--- src/rtl/core/car_pkg.sv ---
// Shared types, codes and the microcode table of the cubic audio resampler core.
// Used by car_seq, car_lane and cubic_audio_resampler_core; depends on nothing.
`default_nettype none

package car_pkg;

   localparam int PC_W = 4;

   localparam logic [PC_W-1:0] PC_IDLE   = 4'd0;
   localparam logic [PC_W-1:0] PC_COEF_A = 4'd1;
   localparam logic [PC_W-1:0] PC_COEF_B = 4'd2;
   localparam logic [PC_W-1:0] PC_MUL_B  = 4'd3;
   localparam logic [PC_W-1:0] PC_ADD_B  = 4'd4;
   localparam logic [PC_W-1:0] PC_MUL_C  = 4'd5;
   localparam logic [PC_W-1:0] PC_ADD_C  = 4'd6;
   localparam logic [PC_W-1:0] PC_MUL_D  = 4'd7;
   localparam logic [PC_W-1:0] PC_ADD_D  = 4'd8;
   localparam logic [PC_W-1:0] PC_EMIT   = 4'd9;
   localparam logic [PC_W-1:0] PC_DONE   = 4'd10;

   localparam logic [1:0] SEL_B = 2'd0;
   localparam logic [1:0] SEL_C = 2'd1;
   localparam logic [1:0] SEL_D = 2'd2;

   localparam logic [1:0] JUMP_NEXT        = 2'd0;
   localparam logic [1:0] JUMP_ALWAYS      = 2'd1;
   localparam logic [1:0] JUMP_IF_PAST     = 2'd2;
   localparam logic [1:0] JUMP_IF_NOT_PAST = 2'd3;

   localparam logic CSR_PHASE_STEP  = 1'b0;
   localparam logic CSR_STEREO_MODE = 1'b1;

   typedef struct packed {
      logic       load_d;
      logic       coef_a;
      logic       coef_b;
      logic       load_acc;
      logic       mul;
      logic       add;
      logic [1:0] add_sel;
      logic       emit;
      logic       phase_adv;
      logic       phase_wrap;
      logic       push;
   } ctrl_type;

   typedef struct packed {
      logic in_valid;
      logic out_free;
      logic phase_past;
      logic adv_past;
   } status_type;

   typedef struct packed {
      logic            wait_in;
      logic            wait_out;
      logic [1:0]      jump;
      logic [PC_W-1:0] target;
      ctrl_type        ops;
   } uword_type;

   function automatic uword_type ucode(input logic [PC_W-1:0] pc);
      uword_type uw;
      uw = '0;
      unique case (pc)
         PC_IDLE: begin
            uw.wait_in    = 1'b1;
            uw.ops.load_d = 1'b1;
         end
         PC_COEF_A: begin
            uw.ops.coef_a = 1'b1;
         end
         PC_COEF_B: begin
            uw.ops.coef_b   = 1'b1;
            uw.ops.load_acc = 1'b1;
            uw.jump         = JUMP_IF_PAST;
            uw.target       = PC_DONE;
         end
         PC_MUL_B, PC_MUL_C, PC_MUL_D: begin
            uw.ops.mul = 1'b1;
         end
         PC_ADD_B: begin
            uw.ops.add     = 1'b1;
            uw.ops.add_sel = SEL_B;
         end
         PC_ADD_C: begin
            uw.ops.add     = 1'b1;
            uw.ops.add_sel = SEL_C;
         end
         PC_ADD_D: begin
            uw.ops.add     = 1'b1;
            uw.ops.add_sel = SEL_D;
         end
         PC_EMIT: begin
            uw.wait_out      = 1'b1;
            uw.ops.emit      = 1'b1;
            uw.ops.phase_adv = 1'b1;
            uw.ops.load_acc  = 1'b1;
            uw.jump          = JUMP_IF_NOT_PAST;
            uw.target        = PC_MUL_B;
         end
         PC_DONE: begin
            uw.ops.phase_wrap = 1'b1;
            uw.ops.push       = 1'b1;
            uw.jump           = JUMP_ALWAYS;
            uw.target         = PC_IDLE;
         end
         default: begin
            uw.jump   = JUMP_ALWAYS;
            uw.target = PC_IDLE;
         end
      endcase
      return uw;
   endfunction

endpackage

`default_nettype wire

--- src/rtl/core/car_seq.sv ---
// Microcode sequencer: step counter, control word fetch from car_pkg::ucode and branching.
// Depends on car_pkg.
`default_nettype none

module car_seq (
   input  wire logic                clock,
   input  wire logic                reset,
   input  wire car_pkg::status_type status,
   output car_pkg::ctrl_type        ctrl,
   output logic                     in_ready
);

   logic [car_pkg::PC_W-1:0] pc_ff;
   logic [car_pkg::PC_W-1:0] pc_in;
   logic [car_pkg::PC_W-1:0] pc_inc;
   car_pkg::uword_type       uw;
   logic                     hold;
   logic                     past;

   assign uw     = car_pkg::ucode(pc_ff);
   assign pc_inc = pc_ff + car_pkg::PC_W'(1);
   assign hold   = (uw.wait_in && !status.in_valid) || (uw.wait_out && !status.out_free);
   assign past   = uw.ops.phase_adv ? status.adv_past : status.phase_past;

   always_comb begin
      pc_in = pc_inc;
      if (hold) begin
         pc_in = pc_ff;
      end else begin
         unique case (uw.jump)
            car_pkg::JUMP_NEXT:        pc_in = pc_inc;
            car_pkg::JUMP_ALWAYS:      pc_in = uw.target;
            car_pkg::JUMP_IF_PAST:     pc_in = past ? uw.target : pc_inc;
            car_pkg::JUMP_IF_NOT_PAST: pc_in = past ? pc_inc : uw.target;
            default:                   pc_in = pc_inc;
         endcase
      end
   end

   assign ctrl     = hold ? '0 : uw.ops;
   assign in_ready = uw.wait_in;

   always_ff @(posedge clock) begin
      if (reset) begin
         pc_ff <= car_pkg::PC_IDLE;
      end else begin
         pc_ff <= pc_in;
      end
   end

endmodule

`default_nettype wire

--- src/rtl/core/car_lane.sv ---
// One channel datapath: sample history, cubic coefficients and the Horner multiply-add.
// Depends on car_pkg for the control word type and operand select codes.
`default_nettype none

module car_lane #(
   parameter int SAMPLE_BITS     = 16,
   parameter int PHASE_FRAC_BITS = 16
) (
   input  wire logic                          clock,
   input  wire logic                          reset,
   input  wire car_pkg::ctrl_type             ctrl,
   input  wire logic                          push_en,
   input  wire logic signed [SAMPLE_BITS-1:0] sample_in,
   input  wire logic [PHASE_FRAC_BITS:0]      mu,
   output logic signed [SAMPLE_BITS-1:0]      result
);

   localparam int ACC_W  = SAMPLE_BITS + 5;
   localparam int MU_W   = PHASE_FRAC_BITS + 2;
   localparam int PROD_W = ACC_W + MU_W;
   localparam logic signed [PROD_W-1:0] ROUND_HALF = PROD_W'(1) <<< (PHASE_FRAC_BITS - 1);
   localparam logic signed [ACC_W-1:0] SMP_MAX = {{6{1'b0}}, {(SAMPLE_BITS-1){1'b1}}};
   localparam logic signed [ACC_W-1:0] SMP_MIN = {{6{1'b1}}, {(SAMPLE_BITS-1){1'b0}}};

   logic signed [SAMPLE_BITS-1:0] hist_ff [3];
   logic signed [SAMPLE_BITS-1:0] d_ff;
   logic signed [ACC_W-1:0]       coef_a_ff;
   logic signed [ACC_W-1:0]       coef_b_ff;
   logic signed [ACC_W-1:0]       coef_c_ff;
   logic signed [ACC_W-1:0]       acc_ff;
   logic signed [ACC_W-1:0]       acc_in;
   logic signed [PROD_W-1:0]      prod_ff;
   logic signed [PROD_W-1:0]      prod_in;
   logic signed [PROD_W-1:0]      rnd_full;
   logic signed [ACC_W-1:0]       rnd_val;
   logic signed [ACC_W-1:0]       addend;
   logic signed [ACC_W-1:0]       a_x;
   logic signed [ACC_W-1:0]       b_x;
   logic signed [ACC_W-1:0]       c_x;
   logic signed [ACC_W-1:0]       d_x;
   logic signed [MU_W-1:0]        mu_s;

   assign a_x  = ACC_W'(hist_ff[2]);
   assign b_x  = ACC_W'(hist_ff[1]);
   assign c_x  = ACC_W'(hist_ff[0]);
   assign d_x  = ACC_W'(d_ff);
   assign mu_s = {1'b0, mu};

   assign prod_in  = PROD_W'(acc_ff) * PROD_W'(mu_s);
   assign rnd_full = (prod_ff + ROUND_HALF) >>> PHASE_FRAC_BITS;
   assign rnd_val  = rnd_full[ACC_W-1:0];

   always_comb begin
      case (ctrl.add_sel)
         car_pkg::SEL_B: addend = coef_b_ff;
         car_pkg::SEL_C: addend = coef_c_ff;
         car_pkg::SEL_D: addend = b_x;
         default:        addend = '0;
      endcase
   end

   always_comb begin
      acc_in = acc_ff;
      if (ctrl.load_acc) begin
         acc_in = coef_a_ff;
      end else if (ctrl.add) begin
         acc_in = rnd_val + addend;
      end
   end

   always_comb begin
      if (acc_ff > SMP_MAX) begin
         result = SMP_MAX[SAMPLE_BITS-1:0];
      end else if (acc_ff < SMP_MIN) begin
         result = SMP_MIN[SAMPLE_BITS-1:0];
      end else begin
         result = acc_ff[SAMPLE_BITS-1:0];
      end
   end

   always_ff @(posedge clock) begin
      if (reset) begin
         hist_ff[0] <= '0;
         hist_ff[1] <= '0;
         hist_ff[2] <= '0;
      end else if (ctrl.push && push_en) begin
         hist_ff[2] <= hist_ff[1];
         hist_ff[1] <= hist_ff[0];
         hist_ff[0] <= d_ff;
      end
   end

   always_ff @(posedge clock) begin
      if (ctrl.load_d) begin
         d_ff <= sample_in;
      end
      if (ctrl.coef_a) begin
         coef_a_ff <= (d_x - c_x) + (b_x - a_x);
         coef_c_ff <= c_x - a_x;
      end
      if (ctrl.coef_b) begin
         coef_b_ff <= (a_x - b_x) - coef_a_ff;
      end
      if (ctrl.mul) begin
         prod_ff <= prod_in;
      end
      acc_ff <= acc_in;
   end

endmodule

`default_nettype wire

--- src/rtl/core/cubic_audio_resampler_core.sv ---
// Top level of the cubic interpolation resampler: configuration, phase, result register.
// Depends on car_pkg, car_seq and car_lane.
//
// Usage: input frames arrive on the req_ channel (valid/stall); each accepted transaction
// yields zero or more interpolated frames on the rsp_ channel, the final one of a run
// flagged by rsp_last_of_run. Configuration is written through the csr_ port while idle:
// index 0 is phase_step (Q5.16 input samples per output), index 1 is stereo_mode.
// Each input runs a fixed microcode program: acceptance, the coefficient steps, then
// per output three multiply/round-add steps through the single multiplier of each
// channel and an emit step, and last a step that advances the history.
// req_stall is low only while the sequencer waits for a new input.
// Results sit in an output register; while it holds a result and rsp_stall is high
// the emit step waits until the register drains, and nothing else advances meanwhile.
// Reset clears the histories and phase, sets phase_step to 1.0 and selects mono.
`default_nettype none

module cubic_audio_resampler_core #(
   parameter int SAMPLE_BITS     = 16,
   parameter int PHASE_FRAC_BITS = 16
) (
   input  wire logic                            clock,
   input  wire logic                            reset,
   input  wire logic                            req_valid,
   output logic                                 req_stall,
   input  wire logic signed [SAMPLE_BITS-1:0]   req_left_sample,
   input  wire logic signed [SAMPLE_BITS-1:0]   req_right_sample,
   output logic                                 rsp_valid,
   input  wire logic                            rsp_stall,
   output logic signed [SAMPLE_BITS-1:0]        rsp_left_out,
   output logic signed [SAMPLE_BITS-1:0]        rsp_right_out,
   output logic                                 rsp_last_of_run,
   input  wire logic                            csr_write_en,
   input  wire logic                            csr_index,
   input  wire logic [PHASE_FRAC_BITS+4:0]      csr_wdata
);

   localparam int PH_W   = PHASE_FRAC_BITS + 6;
   localparam int STEP_W = PHASE_FRAC_BITS + 5;
   localparam logic [PH_W-1:0]   PHASE_ONE  = PH_W'(1) << PHASE_FRAC_BITS;
   localparam logic [STEP_W-1:0] STEP_MIN   = STEP_W'(1) << (PHASE_FRAC_BITS - 4);
   localparam logic [STEP_W-1:0] STEP_RESET = STEP_W'(1) << PHASE_FRAC_BITS;

   car_pkg::ctrl_type   ctrl;
   car_pkg::status_type status;
   logic                in_ready;

   logic [STEP_W-1:0]   step_ff;
   logic                stereo_ff;
   logic [STEP_W-1:0]   step_eff;
   logic [PH_W-1:0]     phase_ff;
   logic [PH_W-1:0]     phase_in;
   logic [PH_W-1:0]     phase_sum;

   logic                rsp_valid_ff;
   logic                rsp_valid_in;
   logic signed [SAMPLE_BITS-1:0] left_ff;
   logic signed [SAMPLE_BITS-1:0] right_ff;
   logic                last_ff;
   logic signed [SAMPLE_BITS-1:0] left_res;
   logic signed [SAMPLE_BITS-1:0] right_res;
   logic                out_free;

   assign step_eff  = (step_ff < STEP_MIN) ? STEP_MIN : step_ff;
   assign phase_sum = phase_ff + PH_W'(step_eff);
   assign out_free  = !rsp_valid_ff || !rsp_stall;

   assign status.in_valid   = req_valid;
   assign status.out_free   = out_free;
   assign status.phase_past = phase_ff > PHASE_ONE;
   assign status.adv_past   = phase_sum > PHASE_ONE;

   car_seq u_seq (
      .clock    (clock),
      .reset    (reset),
      .status   (status),
      .ctrl     (ctrl),
      .in_ready (in_ready)
   );

   car_lane #(
      .SAMPLE_BITS     (SAMPLE_BITS),
      .PHASE_FRAC_BITS (PHASE_FRAC_BITS)
   ) u_lane_left (
      .clock     (clock),
      .reset     (reset),
      .ctrl      (ctrl),
      .push_en   (1'b1),
      .sample_in (req_left_sample),
      .mu        (phase_ff[PHASE_FRAC_BITS:0]),
      .result    (left_res)
   );

   car_lane #(
      .SAMPLE_BITS     (SAMPLE_BITS),
      .PHASE_FRAC_BITS (PHASE_FRAC_BITS)
   ) u_lane_right (
      .clock     (clock),
      .reset     (reset),
      .ctrl      (ctrl),
      .push_en   (stereo_ff),
      .sample_in (req_right_sample),
      .mu        (phase_ff[PHASE_FRAC_BITS:0]),
      .result    (right_res)
   );

   assign req_stall = !in_ready;

   always_comb begin
      phase_in = phase_ff;
      if (ctrl.phase_wrap) begin
         phase_in = phase_ff - PHASE_ONE;
      end else if (ctrl.phase_adv) begin
         phase_in = phase_sum;
      end
   end

   always_comb begin
      rsp_valid_in = rsp_valid_ff;
      if (ctrl.emit) begin
         rsp_valid_in = 1'b1;
      end else if (!rsp_stall) begin
         rsp_valid_in = 1'b0;
      end
   end

   always_ff @(posedge clock) begin
      if (reset) begin
         step_ff      <= STEP_RESET;
         stereo_ff    <= 1'b0;
         phase_ff     <= '0;
         rsp_valid_ff <= 1'b0;
      end else begin
         if (csr_write_en) begin
            unique case (csr_index)
               car_pkg::CSR_PHASE_STEP:  step_ff   <= csr_wdata;
               car_pkg::CSR_STEREO_MODE: stereo_ff <= csr_wdata[0];
            endcase
         end
         phase_ff     <= phase_in;
         rsp_valid_ff <= rsp_valid_in;
      end
   end

   always_ff @(posedge clock) begin
      if (ctrl.emit) begin
         left_ff  <= left_res;
         right_ff <= stereo_ff ? right_res : left_res;
         last_ff  <= status.adv_past;
      end
   end

   assign rsp_valid       = rsp_valid_ff;
   assign rsp_left_out    = left_ff;
   assign rsp_right_out   = right_ff;
   assign rsp_last_of_run = last_ff;

   a_emit_in_range: assert property (@(posedge clock) disable iff (reset)
      ctrl.emit |-> (phase_ff <= PHASE_ONE))
      else $error("result emitted with phase beyond one");

   a_wrap_after_pass: assert property (@(posedge clock) disable iff (reset)
      ctrl.phase_wrap |-> (phase_ff > PHASE_ONE))
      else $error("phase reduced before it passed one");

   a_no_overwrite: assert property (@(posedge clock) disable iff (reset)
      ctrl.emit |-> out_free)
      else $error("pending result overwritten");

   a_one_at_a_time: assert property (@(posedge clock) disable iff (reset)
      (req_valid && !req_stall) |=> req_stall)
      else $error("second transaction accepted while busy");

endmodule

`default_nettype wire

--- config.mk ---
export PLATFORM = sky130hd
export DESIGN_NAME = cubic_audio_resampler_core
export DESIGN_NICKNAME = d
export VERILOG_FILES = /design/src/rtl/core/car_pkg.sv /design/src/rtl/core/car_seq.sv /design/src/rtl/core/car_lane.sv /design/src/rtl/core/cubic_audio_resampler_core.sv
export SDC_FILE = /design/constraint.sdc
export NUM_CORES = 2
export LEC_CHECK = 0
export BUFFER_PORTS_ARGS = -buffer_cell sky130_fd_sc_hd__buf_4
export CORE_UTILIZATION = 60
export CTS_BUF_LIST = sky130_fd_sc_hd__clkbuf_16
export CTS_CLUSTER_DIAMETER = 120
export DETAILED_ROUTE_END_ITERATION = 8
export PLACE_DENSITY = 0.76
export SYNTH_ARGS = -nofsm -noshare
export SYNTH_HDL_FRONTEND = slang
export SYNTH_HIERARCHICAL = 1
export SYNTH_SLANG_ARGS = --single-unit
export TNS_END_PERCENT = 30
--- constraint.sdc ---
create_clock -name clock -period 11.9 [get_ports clock]
set_input_delay 0 -clock clock [delete_from_list [all_inputs] [get_ports clock]]
set_output_delay 0 -clock clock [all_outputs]
set_load 0.05 [all_outputs]
# Word level (Yosys, flattened, before mapping)
# Memory sizes are Yosys's and may differ from the RTL's.
# Index checks and enable logic that the tools add are counted.
# W data, S select, Z words.
[totals]
elab_cells = 138
inputBits = 59
memories = 2
ff_bits = 356
ram_bits = 96
output_inout_bits = 35
[classes]
muxes = 45
n_reduce_logical = 20
n_eq_ne = 16
magnitude_cmp = 7
mul = 2
addsub = 19
n_bitwise = 7
[memory_table]
columns = ["name", "words", "word_bits", "rd", "rd_ports_with_merged_regs", "write_ports", "line_no", "text"]
rows = [
  ["u_lane_left.hist_ff", 3, 16, 3, 0, 3, "car_lane.sv:25", "logic signed [SAMPLE_BITS-1:0] hist_ff [3];"],
  ["u_lane_right.hist_ff", 3, 16, 3, 0, 3, "car_lane.sv:25", ""],
]
[op_table]
columns = ["operator", "count"]
rows = [
  ["$mux W16", 11],
  ["$sub A16 B16 Y17", 8],
  ["$pmux W21 S3", 2],
  ["$mux W21", 5],
  ["$add A21 B21 Y21", 4],
  ["$add A37 B17 Y37 const B", 2],
  ["$mul A21 B18 Y37", 2],
  ["$gt A22 B17 Y1 const B", 2],
  ["$mux W22", 2],
  ["$gt A21 B16 Y1 const B", 2],
  ["$lt A21 B16 Y1 const B", 2],
  ["$sub A21 B21 Y21", 2],
  ["$add A22 B21 Y22", 1],
  ["$sub A22 B17 Y22 const B", 1],
  ["$lt A21 B13 Y1 const B", 1],
  ["$pmux W6 S3", 1],
  ["$mux W1", 17],
  ["$eq A4 B3 Y1 const B", 4],
  ["$pmux W4 S4", 1],
  ["$eq A4 B4 Y1 const B", 3],
  ["$mux W12", 1],
  ["$pmux W3 S3", 1],
  ["$eq A4 B2 Y1 const B", 2],
  ["$mux W4", 2],
  ["18 further kinds", 37],
]

# Longest topological paths before layout
[depth]
word_depth = 11
ltp_mapped = 26
mapped_depth_nobuf = 24

# Modules after synthesis
# The synthesis kept the hierarchy.
[by_module_without_submodules]
columns = ["module", "seq_area_each_um2", "cells_each", "area_per_inst_um2", "instances"]
rows = [
  ["car_lane at u_lane_right", 4894.7, 2352, 23303.6, 1],
  ["car_lane at u_lane_left", 4894.7, 2366, 23247.3, 1],
  ["cubic_audio_resampler_core", 1891.8, 449, 4164.0, 1],
  ["car_seq", 80.1, 67, 523.0, 1],
]

# Worst setup path after synthesis
# No wires, ideal clock.
[synth_path]
kind = "reg2reg"
from = "reg u_lane_left.acc_ff[20]"
to = "reg u_lane_left.prod_ff[36] (data pin)"
arrival_time_ns = 6.030
setup_ns = 0.260
path_slack_ns = 5.610
required_ns = 11.640
stages_incl_launch_ff = 20
path_buffers = 2
period_less_slack_ns = 6.290
path_cell_list = "edfxtp_1 -> clkbuf_1 -> clkbuf_1 -> nand2_1 -> fa_1 -> inv_1 -> fa_1 -> fa_1 -> fa_1 -> fa_1 -> inv_1 -> fa_1 -> inv_1 -> ha_1 -> a21oi_1 -> o21ai_0 -> and2_2 -> a2111o_1 -> a31oi_2 -> xnor2_1"
[synth_via]
elab_chain_cells = 1
[synth_rtl]
columns = ["item", "line_no", "text"]
rows = [
  ["start: declaration", "car_lane.sv:30", "logic signed [ACC_W-1:0] acc_ff;"],
  ["start signal: assignment", "car_lane.sv:107", "acc_ff <= acc_in;"],
  ["$mul A21 B18 Y37", "car_lane.sv:49", "assign prod_in = PROD_W'(acc_ff) * PROD_W'(mu_s);"],
  ["named net u_lane_left.prod_in[36]", "car_lane.sv:33", "logic signed [PROD_W-1:0] prod_in;"],
  ["end signal: assignment", "car_lane.sv:105", "prod_ff <= prod_in;"],
  ["end: declaration", "car_lane.sv:32", "logic signed [PROD_W-1:0] prod_ff;"],
]
# The timed path passes the listed nets, and every way through them passes these cells.
# A chain may end at the register's enable or synchronous reset.

# Worst setup path in the final report
[layout_path]
from = "reg phase_ff[6]"
to = "reg u_lane_left.prod_ff[36] (data pin)"
[layout_via]
elab_chain_cells = 1
[layout_rtl]
columns = ["item", "line_no", "text"]
rows = [
  ["start: declaration", "cubic_audio_resampler_core.sv:50", "logic [PH_W-1:0] phase_ff;"],
  ["start signal: assignment", "cubic_audio_resampler_core.sv:139", "phase_ff <= phase_in;"],
  ["$mul A21 B18 Y37", "car_lane.sv:49", ""],
  ["named net u_lane_left.prod_in[36]", "car_lane.sv:33", ""],
]
# The timed path passes the listed nets, and every way through them passes these cells.

==> results.ini <==
[critical_path]
crit_arrival_ns = 7.67
worst_path_largest_cell_delay_ns = 0.80
crit_family = adder cells
worstSetupPathType = flip-flop to flip-flop
worstPathMaxFanout = 26
critPathCaptureType = flip-flop
cp.required_ns = 12.29
startpoint_type = flip-flop
slowest_stage = dfxtp_1
crit_top_cell = fa_1
critical_path_buf_inv_count = 5
path_cells = buf_4 -> and2_1 -> fa_1 -> inv_1 -> fa_1 -> fa_1 -> inv_1 -> fa_1 -> fa_1 -> inv_1 -> fa_1 -> inv_1 -> ha_1 -> a21oi_1 -> o21ai_0 -> a21oi_1 -> o22ai_1 -> o31ai_4 -> a21boi_2 -> a2111o_1 -> a31oi_2 -> xnor2_1

[timing]
setup_tns_ns = 0
slew_headroom = 0.08002
setup_violations = 0
tightest_slew_ns = 1.380
rsz0062_at_grt = false
setup_ws_ns = 4.624
period_needed_ns = 7.276
finClkSkew_ns = 0.03308
max_freq_mhz = 137.4
drv_slew = 0
hold_viol = 0
timing.final.crit_share = 0.6114

[final_layout]
postLayoutCoreUtil = 0.6589
fin_cells = 6483
layout_common_cells = 1079 x inv_1, 791 x fa_1, 574 x nand2_1
nets = 6541
multi_input_area_um2 = 34730
final-seq-area_um2 = 11760
drive_above_1_share = 0.05779
layout.filler_cells = 6694
syn_to_final_growth_pct = 8.124
final_common_cell = inv_1

[pwr]
internal_power_mw = 5.033
p_leak_nw = 25.87
irDropWorstVdd_mv = 0.1575
combinationalPowerShare = 0.509
p_per_area_nw_per_um2 = 164.7
finalPower_mw = 9.124
switching_share = 0.4484
seq_power_share = 0.322
p_sw_mw = 4.091
pwr-share-clk = 0.170

[yosys]
ys_seq_area_frac = 0.2295
netlist_area_um2 = 51240
synth_edf_count = 359
yosys_most_used_dff = edfxtp_1
synth-xor-area-share = 0.04342
synth_simple_gate_area_frac = 0.1396
synth.area.mux_share = 0.01087
syn_area_per_cell_um2 = 9.789
ys_warn_count = 6
netlist_instances = 5234
async_reset_ff_frac = 0
synth_top_family_by_area = adder cells
yosys_register_bits = 408
synth_cell_types = 103
synth_nets = 6469
synth_compound_area_frac = 0.07988
synth_fa_ha_area_frac = 0.4031

[place]
port-buffer-count = 93
dp_cells = 6309
hpwlAfterDp_um = 93150
dpl_worst_slack_ns = 4.781
gp_congestion = 0.8960

[detailed_routing]
post_drt_wl_per_cell_um = 19.42
viasPerCell = 5.666
drt_pre_antenna_iters = 5
antenna_left = 0
drc = 0
vias = 36730
drt-total-wl_um = 125900
drt_iter0_markers = 2823

[cts]
clock_path_buffers = 3
ctsResizeCount = 0
cts_tree = built
htreeDepth = 2
numClockSinks = 408
path_clk_slew_ns = 0.07
cts-buffers-inserted = 49
cts_root_buffer = clkbuf_16
cts_setup_buffers = 0
clkLatencyLatePin_ns = 0.65

[flow_run]
cap_violations = 0

[die]
die_h_um = 294.2
rows = 106
die_area_um2 = 86570
die_w_um = 294.2
initial_core_util = 0.6094
core_area_um2 = 84090
pin_count = 94

[run_status]
outcome = finished clean

[global_routing]
grt_pass1_vias = 38840
grt_max_degree = 76
grt.overflow.total = 0
grt_pass1_wl_um = 204600
grt.total_usage = 0.3035
antenna_found_initial = 1

[hold_path]
hp-class = input port to flip-flop

-- area by class of cell --
class                           instances  share of cell area
Clock buffer                           49             0.02213
Clock inverter                         43            0.007385
Sequential cell                       408              0.2123
Inverter                             1068             0.07236
Multi-Input combinational cell       3561              0.6270
Timing Repair Buffer                  218             0.03315
Tap cell                             1134             0.02561
Antenna cell                            2          0.00009034
-- final timing paths --
| kind | slack, ns | endpoint | startpoint | cells after the start |
|---|---|---|---|---|
| setup / recovery | 4.62 | u_lane_left/prod_ff[36] | phase_ff[6] | 22 |
| hold / removal | 0.08 | u_lane_right/d_ff[15] | req_right_sample[15] | 2 |
| setup reg to reg | 4.62 | u_lane_left/prod_ff[36] | phase_ff[6] | 22 |
| hold reg to reg | 0.46 | step_ff[3] | step_ff[3] | 2 |
-- state kept, by name, indices dropped and copies added, names as in the netlist, 21 cells and up --
name                    count
u_lane_left/hist_ff        48
u_lane_right/hist_ff       48
phase_ff                   22
u_lane_left/prod_ff        22
u_lane_right/prod_ff       22
step_ff                    21
u_lane_left/acc_ff         21
u_lane_left/coef_b_ff      21
u_lane_right/acc_ff        21
u_lane_right/coef_b_ff     21
-- worst register-to-register path, cell delays in order (launching register included) --
cell and delay, ns:
dfxtp_1 0.80, buf_4 0.48, and2_1 0.22, fa_1 0.41, inv_1 0.09, fa_1 0.43, fa_1 0.53, inv_1 0.05
fa_1 0.46, fa_1 0.55, inv_1 0.06, fa_1 0.53, inv_1 0.04, ha_1 0.33, a21oi_1 0.15, o21ai_0 0.13
a21oi_1 0.31, o22ai_1 0.20, o31ai_4 0.35, a21boi_2 0.13, a2111o_1 0.48, a31oi_2 0.20, xnor2_1 0.10
-- Yosys cell counts, drive strengths merged, types with 5 or more instances --
library cell     n  area share
a211oi          25      0.0037
o21ai          149       0.015
nand3           47      0.0046
xor2            74       0.013
dfxtp           49       0.019
o31ai           11      0.0021
edfxtp         359        0.21
o31a             5     0.00085
a211o           10      0.0017
and2           396       0.048
fa             791        0.31
o21a            26      0.0038
nor4             8     0.00098
inv           1068       0.078
mux2            21      0.0046
mux2i           32      0.0063
clkbuf         187       0.014
nand2b          22      0.0027
buf             10      0.0012
o41ai           10      0.0019
nand4           26      0.0032
xnor2          180       0.031
o2111ai          5     0.00098
o21bai          23      0.0034
or3             14      0.0017
nor3           112       0.011
nor3b            5     0.00073
ha             385       0.094
and4             7      0.0012
and3            30      0.0038
or2             14      0.0017
o211ai           9      0.0014
nand2          574       0.042
nand3b           5     0.00073
a31oi           21      0.0032
a21oi          212       0.021
nor2b           28      0.0034
a21o            78       0.012
nor2           151       0.011
-- routing by layer --
metal | wire length, um | track usage | vias up
li1 | - | - | 16580
met1 | 52410 | 0.4121 | 18480
met2 | 59570 | 0.4988 | 1410
met3 | 9985 | 0.05106 | 260
met4 | 3921 | 0.09451 | 2
met5 | 13 | 0 | -
-- kinds of logic after synthesis --
family / after synthesis
simple gates: 1452
buf+inv: 1265
fa+ha+maj: 1176
compound gates: 625
flops: 408
xor+xnor: 254
mux: 53
other cells: 1
-- through the flow --
| stage | hold slack, ns | instance area (um^2) |
|---|---|---|
| after floorplan | 0.06907 | 51240 |
| after global routing | 0.04794 | 55400 |
| after global placement | 0.1780 | 52960 |
| after detailed placement | 0.1793 | 52960 |
| after CTS | 0.02034 | 55400 |
| final | 0.07864 | 55400 |
-- repair_timing --
action	4_1_cts	5_1_grt
endpoints found under the setup margin	0	0
hold buffers	80	0
hold endpoints to repair	58	0
-- power groups by stage --
stage	Combinational [mW]	Sequential, mW	Clock [mW]
2_1_floorplan	3.57	2.50	0
5_1_grt	5.15	2.97	1.63
3_3_place_gp	4.38	2.93	0
6_report	4.64	2.94	1.55
3_5_place_dp	4.53	2.93	0
4_1_cts	4.59	2.91	1.58
Note: power is estimated with default switching activity, not from simulation.
